==> src/hdl/dnsqp_pkg.sv <==
// Shared types and constants for the DNS query parser.
// Depends on nothing; every other file in hdl imports it.
package dnsqp_pkg;

    localparam int DEF_MAX_NAME_LEN = 256;

    localparam int HDR_BYTES  = 12;   // fixed DNS header length
    localparam int TAIL_BYTES = 4;    // type word + class word

    localparam logic [3:0] HDR_IDX_LAST  = 4'(HDR_BYTES - 1);
    localparam logic [3:0] TAIL_IDX_LAST = 4'(TAIL_BYTES - 1);
    localparam logic [3:0] IDX_ID_LO     = 4'd1;
    localparam logic [3:0] IDX_FLAGS_LO  = 4'd3;
    localparam logic [3:0] IDX_QD_LO     = 4'd5;
    localparam logic [3:0] IDX_AN_LO     = 4'd7;
    localparam logic [3:0] IDX_NS_LO     = 4'd9;
    localparam logic [3:0] IDX_TYPE_LO   = 4'd1;

    localparam logic [7:0] CHAR_DOT = 8'h2E;

    typedef logic [2:0] t_status;
    localparam t_status ST_CHAR   = 3'd0;
    localparam t_status ST_OK     = 3'd1;
    localparam t_status ST_SHORT  = 3'd2;
    localparam t_status ST_COUNTS = 3'd3;
    localparam t_status ST_LONG   = 3'd4;
    localparam t_status ST_TRUNC  = 3'd5;

    typedef struct packed {
        logic [7:0]  name_char;
        logic [15:0] query_id;
        logic        qr_bit;
        logic [3:0]  op_code;
        logic        aa_bit;
        logic        tc_bit;
        logic        rd_bit;
        logic        ra_bit;
        logic [3:0]  resp_code;
        logic [15:0] question_type;
        logic [15:0] question_class;
        t_status     status;
    } t_result;

    // Control from the parse logic to the output stage.
    typedef struct packed {
        logic    load;
        t_result result;
    } t_out_ctl;

endpackage

==> src/hdl/dnsqp_if.sv <==
// Valid/ready channel interfaces for the DNS query parser.
// Depends on dnsqp_pkg for the result record type.
interface dnsqp_query_if ();
    logic       valid;
    logic       ready;
    logic [7:0] data_byte;
    logic       last_byte;

    modport source (output valid, data_byte, last_byte, input ready);
    modport sink   (input valid, data_byte, last_byte, output ready);
endinterface

interface dnsqp_result_if import dnsqp_pkg::*; ();
    logic    valid;
    logic    ready;
    t_result result;

    modport source (output valid, result, input ready);
    modport sink   (input valid, result, output ready);
endinterface

==> src/hdl/dnsqp_out_stage.sv <==
// Result register of the DNS query parser: holds one result until transferred.
// Depends on dnsqp_pkg and dnsqp_if.
module dnsqp_out_stage import dnsqp_pkg::*; (
    input  logic                  i_clk,
    input  logic                  i_rst_n,
    input  t_out_ctl              i_ctl,
    output logic                  o_room,
    dnsqp_result_if.source        o_result
);

    logic    r_valid;
    t_result r_result;

    // Room when empty or when the held result leaves this cycle.
    assign o_room = !r_valid || o_result.ready;

    always_ff @(posedge i_clk) begin
        if (!i_rst_n) begin
            r_valid <= 1'b0;
        end else if (o_room) begin
            r_valid <= i_ctl.load;
        end
        if (o_room && i_ctl.load) begin
            r_result <= i_ctl.result;
        end
    end

    assign o_result.valid  = r_valid;
    assign o_result.result = r_result;

endmodule

==> src/hdl/dns_query_parser.sv <==
// DNS query parser: one datagram byte per transfer in, name characters and one
// summary per datagram out. Depends on dnsqp_pkg, dnsqp_if, dnsqp_out_stage.
//
// Feed a DNS query datagram one byte per transfer on i_query, with last_byte
// set on its final byte. The 12-byte header is parsed (id, flags, and the
// question/answer/authority counts, which must be 1/0/0; the additional count
// is ignored). The question name is decoded into dotted text: each name byte
// gives one result with status 0 and the character in name_char, and every
// label after the first is preceded by a dot result. The type and class words
// follow the name; anything after them is ignored. The final byte always
// produces one summary result carrying id, flag bits, type, class and a
// status: 1 ok, 2 short header, 3 bad counts, 4 name too long (the decoded
// name would reach MAX_NAME_LEN characters), 5 truncated. Fields whose bytes
// never arrived read 0. After the summary the parser is back in its reset
// state, ready for the next datagram. A byte that ends a datagram on a name
// character yields only the summary.
// Rate: one byte per clock, sustained. Each byte is parsed by a single level
// of logic from the parse state straight into the result register, so a
// result appears on o_result in the cycle after its byte's transfer. i_query is
// ready whenever the result register is empty or its content is taken in the
// same cycle; it drops only while a result waits on a stalled downstream.
module dns_query_parser import dnsqp_pkg::*; #(
    parameter int MAX_NAME_LEN = DEF_MAX_NAME_LEN
) (
    input  logic          i_clk,
    input  logic          i_rst_n,
    dnsqp_query_if.sink   i_query,
    dnsqp_result_if.source o_result
);

    localparam int LEN_W = $clog2(MAX_NAME_LEN);
    localparam int SUM_W = $clog2(MAX_NAME_LEN + 256);

    typedef enum logic [2:0] {
        PH_HEADER,
        PH_LABLEN,
        PH_LABEL,
        PH_TAIL,
        PH_DONE,
        PH_ERROR
    } t_phase_e;

    // Parse state
    t_phase_e    r_phase,       n_phase;
    logic [3:0]  r_idx,         n_idx;
    logic [15:0] r_words,       n_words;
    logic [15:0] r_id,          n_id;
    logic [15:0] r_flags,       n_flags;
    logic        r_counts_bad,  n_counts_bad;
    logic [7:0]  r_label_left,  n_label_left;
    logic [LEN_W-1:0] r_name_len, n_name_len;
    logic [15:0] r_type,        n_type;
    logic [15:0] r_class,       n_class;
    t_status     r_err,         n_err;

    logic        w_room;
    logic        w_accept;
    logic [7:0]  w_byte;
    logic [15:0] w_word;
    logic [SUM_W-1:0] w_pos;
    logic [SUM_W-1:0] w_label_end;
    logic [7:0]  w_left_dec;
    logic        w_have_char;
    logic [7:0]  w_char;
    t_status     w_status;
    t_out_ctl    w_ctl;

    assign i_query.ready = w_room;
    assign w_accept      = i_query.valid && w_room;
    assign w_byte        = i_query.data_byte;
    assign w_word        = {r_words[7:0], w_byte};

    // Start of the next label in the decoded text (after its dot, if any).
    assign w_pos       = SUM_W'(r_name_len) + SUM_W'(r_name_len != '0);
    assign w_label_end = w_pos + SUM_W'(w_byte);
    assign w_left_dec  = r_label_left - 8'd1;

    always_comb begin
        n_phase      = r_phase;
        n_idx        = r_idx;
        n_words      = r_words;
        n_id         = r_id;
        n_flags      = r_flags;
        n_counts_bad = r_counts_bad;
        n_label_left = r_label_left;
        n_name_len   = r_name_len;
        n_type       = r_type;
        n_class      = r_class;
        n_err        = r_err;
        w_have_char  = 1'b0;
        w_char       = 8'd0;

        case (r_phase)
            PH_HEADER: begin
                n_words = w_word;
                case (r_idx)
                    IDX_ID_LO:    n_id    = w_word;
                    IDX_FLAGS_LO: n_flags = w_word;
                    IDX_QD_LO:    if (w_word != 16'd1) n_counts_bad = 1'b1;
                    IDX_AN_LO:    if (w_word != 16'd0) n_counts_bad = 1'b1;
                    IDX_NS_LO:    if (w_word != 16'd0) n_counts_bad = 1'b1;
                    default: ;
                endcase
                if (r_idx >= HDR_IDX_LAST) begin
                    n_idx = 4'd0;
                    if (n_counts_bad) begin
                        n_phase = PH_ERROR;
                        n_err   = ST_COUNTS;
                    end else begin
                        n_phase = PH_LABLEN;
                    end
                end else begin
                    n_idx = r_idx + 4'd1;
                end
            end
            PH_LABLEN: begin
                if (w_byte == 8'd0) begin
                    n_phase = PH_TAIL;
                    n_idx   = 4'd0;
                end else if (w_label_end >= SUM_W'(MAX_NAME_LEN)) begin
                    n_phase = PH_ERROR;
                    n_err   = ST_LONG;
                end else begin
                    // dot between labels, none before the first
                    w_have_char  = (r_name_len != '0);
                    w_char       = CHAR_DOT;
                    n_name_len   = LEN_W'(w_pos);
                    n_label_left = w_byte;
                    n_phase      = PH_LABEL;
                end
            end
            PH_LABEL: begin
                w_have_char  = 1'b1;
                w_char       = w_byte;
                n_name_len   = r_name_len + LEN_W'(1);
                n_label_left = w_left_dec;
                if (w_left_dec == 8'd0) n_phase = PH_LABLEN;
            end
            PH_TAIL: begin
                n_words = w_word;
                if (r_idx == IDX_TYPE_LO) n_type = w_word;
                if (r_idx >= TAIL_IDX_LAST) begin
                    n_class = w_word;
                    n_phase = PH_DONE;
                    n_idx   = 4'd0;
                end else begin
                    n_idx = r_idx + 4'd1;
                end
            end
            default: ;
        endcase
    end

    // Summary status from where the parse ends up after this byte.
    always_comb begin
        case (n_phase)
            PH_ERROR:  w_status = n_err;
            PH_HEADER: w_status = ST_SHORT;
            PH_DONE:   w_status = ST_OK;
            default:   w_status = ST_TRUNC;
        endcase
    end

    always_comb begin
        w_ctl.load = w_accept && (i_query.last_byte || w_have_char);
        w_ctl.result = '0;
        if (i_query.last_byte) begin
            w_ctl.result.query_id       = n_id;
            w_ctl.result.qr_bit         = n_flags[15];
            w_ctl.result.op_code        = n_flags[14:11];
            w_ctl.result.aa_bit         = n_flags[10];
            w_ctl.result.tc_bit         = n_flags[9];
            w_ctl.result.rd_bit         = n_flags[8];
            w_ctl.result.ra_bit         = n_flags[7];
            w_ctl.result.resp_code      = n_flags[3:0];
            w_ctl.result.question_type  = n_type;
            w_ctl.result.question_class = n_class;
            w_ctl.result.status         = w_status;
        end else begin
            w_ctl.result.name_char = w_char;
            w_ctl.result.status    = ST_CHAR;
        end
    end

    // State update; the final byte of a datagram returns to reset state.
    always_ff @(posedge i_clk) begin
        if (!i_rst_n || (w_accept && i_query.last_byte)) begin
            r_phase      <= PH_HEADER;
            r_idx        <= 4'd0;
            r_words      <= 16'd0;
            r_id         <= 16'd0;
            r_flags      <= 16'd0;
            r_counts_bad <= 1'b0;
            r_label_left <= 8'd0;
            r_name_len   <= '0;
            r_type       <= 16'd0;
            r_class      <= 16'd0;
            r_err        <= ST_CHAR;
        end else if (w_accept) begin
            r_phase      <= n_phase;
            r_idx        <= n_idx;
            r_words      <= n_words;
            r_id         <= n_id;
            r_flags      <= n_flags;
            r_counts_bad <= n_counts_bad;
            r_label_left <= n_label_left;
            r_name_len   <= n_name_len;
            r_type       <= n_type;
            r_class      <= n_class;
            r_err        <= n_err;
        end
    end

    dnsqp_out_stage u_out_stage (
        .i_clk    (i_clk),
        .i_rst_n  (i_rst_n),
        .i_ctl    (w_ctl),
        .o_room   (w_room),
        .o_result (o_result)
    );

endmodule

==> src/flat_wrapper.sv <==
// flat-port wrapper written by rule: the top's interface ports become plain ports
module dns_query_parser_flat import dnsqp_pkg::*;
#(
    parameter int MAX_NAME_LEN = DEF_MAX_NAME_LEN
)
  (i_clk, i_rst_n, i_query_valid, i_query_data_byte, i_query_last_byte, i_query_ready, o_result_valid, o_result_result, o_result_ready);
  dnsqp_query_if i_query_i ();
  dnsqp_result_if o_result_i ();
  input  logic i_clk;
  input  logic i_rst_n;
  input wire logic [$bits(i_query_i.valid)-1:0] i_query_valid;
  input wire logic [$bits(i_query_i.data_byte)-1:0] i_query_data_byte;
  input wire logic [$bits(i_query_i.last_byte)-1:0] i_query_last_byte;
  output wire logic [$bits(i_query_i.ready)-1:0] i_query_ready;
  output wire logic [$bits(o_result_i.valid)-1:0] o_result_valid;
  output wire logic [$bits(o_result_i.result)-1:0] o_result_result;
  input wire logic [$bits(o_result_i.ready)-1:0] o_result_ready;
  assign i_query_i.valid = i_query_valid;
  assign i_query_i.data_byte = i_query_data_byte;
  assign i_query_i.last_byte = i_query_last_byte;
  assign i_query_ready = i_query_i.ready;
  assign o_result_valid = o_result_i.valid;
  assign o_result_result = o_result_i.result;
  assign o_result_i.ready = o_result_ready;
  dns_query_parser #(.MAX_NAME_LEN(MAX_NAME_LEN)) u_core (.i_clk(i_clk), .i_rst_n(i_rst_n), .i_query(i_query_i), .o_result(o_result_i));
endmodule
==> config.mk <==
export PLATFORM = sky130hd
export DESIGN_NAME = dns_query_parser_flat
export DESIGN_NICKNAME = d
export VERILOG_FILES = /design/src/hdl/dnsqp_pkg.sv /design/src/hdl/dnsqp_if.sv /design/src/hdl/dnsqp_out_stage.sv /design/src/hdl/dns_query_parser.sv /design/src/flat_wrapper.sv
export SDC_FILE = /design/constraint.sdc
export NUM_CORES = 1
export LEC_CHECK = 0
export ABC_AREA = 1
export BUFFER_PORTS_ARGS = -buffer_cell sky130_fd_sc_hd__buf_2
export CORE_ASPECT_RATIO = 0.5
export CORE_MARGIN = 5
export CORE_UTILIZATION = 47
export CTS_CLUSTER_SIZE = 10
export DETAILED_ROUTE_END_ITERATION = 10
export GPL_TIMING_DRIVEN = 0
export PLACE_DENSITY = 0.69
export SYNTH_ARGS = -nofsm -noshare
export SYNTH_HDL_FRONTEND = slang
export SYNTH_SLANG_ARGS = --single-unit
export TNS_END_PERCENT = 5
==> constraint.sdc <==
create_clock -name i_clk -period 8.09 [get_ports i_clk]
set_input_delay 0.809 -clock i_clk [delete_from_list [all_inputs] [get_ports i_clk]]
set_output_delay 0.809 -clock i_clk [all_outputs]
set_load 0.02 [all_outputs]
==> impl_metrics.env <==
export IMPL_min_path_type="reg2reg"
export IMPL_grt_first_pass_wirelength_um=32050
export IMPL_worstSkewPairLatency_ns=0.43
export IMPL_clock_path_buffers=2
export IMPL_rows=33
export IMPL_startpoint_type="register"
export IMPL_syn_nets=920
export IMPL_vias=6570
export IMPL_cts_htree_levels=4
export IMPL_die_h_um=101.9
export IMPL_whs_ns=0.4847
export IMPL_cts_sinks=169
export IMPL_drv_cap=0
export IMPL_clk_pin_slew_ns=0.07
export IMPL_grt_overflow=0
export IMPL_diodes=0
export IMPL_area_growth_pct=16.61
export IMPL_drive_gt1_frac=0.1612
export IMPL_cp_max_fo=38
export IMPL_clock_skew_final_ns=0.01365
export IMPL_fp_coreArea_sq_um=16470
export IMPL_ys_types=45
export IMPL_peakVddDrop_v=0.0002059
export IMPL_grt_setup_unrepaired="false"
export IMPL_worstPathCellList="nor4_1 > nand4_1 > ha_1 > nand3_1 > nor2_1 > xor2_1 > inv_1 > ha_1 > a21oi_1 > o21a_1 > nand3_2 > nand2_4 > inv_1 > nor2_1 > nand2_1 > nand3_1 > nand2_1 > inv_2 > buf_12"
export IMPL_drc=0
export IMPL_finalPower_uw=2078
export IMPL_worstPathRequired_ns=8.21
export IMPL_hold_viol=0
export IMPL_first_pass_iters=7
export IMPL_start_util=0.4820
export IMPL_placed_area_sq_um=8670
export IMPL_yosysSeqAreaShare=0.5169
export IMPL_cts_setup_buffers=0
export IMPL_synth_ff_type="dfxtp_1"
export IMPL_power_density_nw_per_um2=224.4
export IMPL_tns_ns=0
export IMPL_port_buffers=85
export IMPL_die_x_um=193.8
export IMPL_critical_path_class="reg2reg"
export IMPL_final_util=0.5620
export IMPL_place_gp_congestion=0.8758
export IMPL_period_share=0.5229
export IMPL_period_minus_slack_ns=4.230
export IMPL_status="complete, no violations"
export IMPL_yosysWarnings=0
export IMPL_cts_buffers=17
export IMPL_cp_slowest_stage_delay_ns=0.64
export IMPL_grtUsageTotal=0.2027
export IMPL_cp_num_buf_inv=4
export IMPL_drt_total_wl_um=19940
export IMPL_drv_slew=0
export IMPL_worstSetupEndpointType="register"
export IMPL_avgViaCountPerCell=5.307
export IMPL_slowest_stage="inv_2"
export IMPL_max_freq_ghz=0.2364
export IMPL_dieArea_sq_um=19750
export IMPL_post_cts_resized=0
export IMPL_cts_hold_buf=0
export IMPL_synth_edf_count=72
export IMPL_synthCells=893
export IMPL_nets=1025
export IMPL_slew_headroom=0.4395
export IMPL_setup_viol=0
export IMPL_fin_area_sq_um=9259
export IMPL_first_global_vias=6237
export IMPL_cp_top_family="simple AND/OR/NAND/NOR gates"
export IMPL_async_reset_ff_frac=0
export IMPL_root_buffer="clkbuf_16"
export IMPL_hpwl_um=14120
export IMPL_grt_start_max_net_pins=39
export IMPL_ant_nets=0
export IMPL_tightest_slew_ns=0.8395
export IMPL_arrival_ns=4.35
export IMPL_p_leak_uw=0.004556
export IMPL_cts_tree="built"
export IMPL_synth_avg_cell_area_sq_um=8.892
export IMPL_antenna_found_initial=0
export IMPL_drt_iter0_drc=529
export IMPL_syn_cell_area_sq_um=7940
export IMPL_ios=87
export IMPL_wire_per_inst_um=16.11
export IMPL_ys_ff_latch=169
[final timing paths]
path	start	endpoint	slack, ns	depth (start not counted)
min	u_core.r_name_len[5]	u_core.r_name_len[5]	0.48	2
max	u_core.r_name_len[2]	u_core.u_out_stage.o_result.result[5]	3.86	19
min reg2reg	u_core.r_name_len[5]	u_core.r_name_len[5]	0.48	2
max reg2reg	u_core.r_name_len[2]	u_core.u_out_stage.o_result.result[5]	3.86	19
[cells in the final DEF (no fill, tap or decap), drive strengths merged]
cell type,n
o221ai,1
nand4,4
a21oi,52
dfxtp,97
edfxtp,72
nand3,26
o31ai,1
nor4,1
ha,14
o21ai,38
nand2,140
a31oi,3
clkinv,5
a21boi,1
clkinvlp,2
o22ai,1
buf,99
nor2,134
mux2i,44
a211oi,5
xnor2,2
xor2,9
nor3,11
inv,133
clkbuf,51
o21a,1
o211ai,64
[metrics by stage]
step                      instances  setup WS, ns
after CTS                      1238         3.892
final                          1238         3.860
after detailed placement       1206         3.995
after floorplan                 893         3.848
after global placement         1205         2.965
after global routing           1238         3.548
[kinds of logic after synthesis]
logic type / after synthesis / share of synthesized area
adder cells (fa/ha/maj): 14 / 0.02206
buffers and inverters: 172 / 0.08667
flip-flops: 169 / 0.5169
XOR/XNOR: 11 / 0.01213
AO/OA/AOI/OAI: 167 / 0.1349
multiplexers: 44 / 0.05547
AND/OR/NAND/NOR: 316 / 0.1719
[layer usage]
layer	routed length [um]	global-route usage	vias up	part of all wire
met3	1246	0.03557	23	0.062
met4	228	0.04968	0	0.011
met2	9255	0.3364	200	0.46
met1	9211	0.2821	3163	0.46
li1	-	-	3184	-
met5	0	0	-	0
[worst min-delay path: cells and delay by family (launching register included)]
family          cells  cell delay, ns
compound gates      1            0.05
simple gates        1            0.06
flops               1            0.32
[power breakdown]
group | total, uW | internal (uW) | switching [uW]
sequential | 980 | 948 | 32.0
clock | 807 | 421 | 386
combinational | 291 | 89.7 | 201
[cell usage after synthesis, types with 9 or more instances]
master / number / area [sq um]
nand2_1: 133 / 499.2
nor2_1: 128 / 480.5
inv_1: 120 / 450.4
dfxtp_1: 97 / 1942
edfxtp_1: 72 / 2162
o211ai_1: 64 / 480.5
a21oi_1: 47 / 235.2
mux2i_1: 44 / 440.4
clkbuf_1: 33 / 123.9
o21ai_0: 32 / 160.2
nand3_1: 23 / 115.1
ha_1: 14 / 175.2
nor3_1: 9 / 45.04
xor2_1: 9 / 78.83
[layout make-up]
class,count,area [sq um]
Fill cell,1506,7216
Sequential cell,169,4104
Multi-Input combinational cell,552,3148
Inverter,126,478.0
Timing Repair Buffer,86,445.4
Clock buffer,18,439.2
Tap cell,227,284.0
Buffer,46,210.2
Clock inverter,14,150.1
[registers in the layout (all words and copies together), names as in the netlist, 3 cells and up]
name	cells
u_core.r_class	16
u_core.r_err	3
u_core.r_flags	13
u_core.r_id	16
u_core.r_idx	4
u_core.r_label_left	8
u_core.r_name_len	8
u_core.r_phase	3
u_core.r_type	16
u_core.r_words	8
u_core.u_out_stage.o_result.result	72
(Power assumes the default switching activity.)
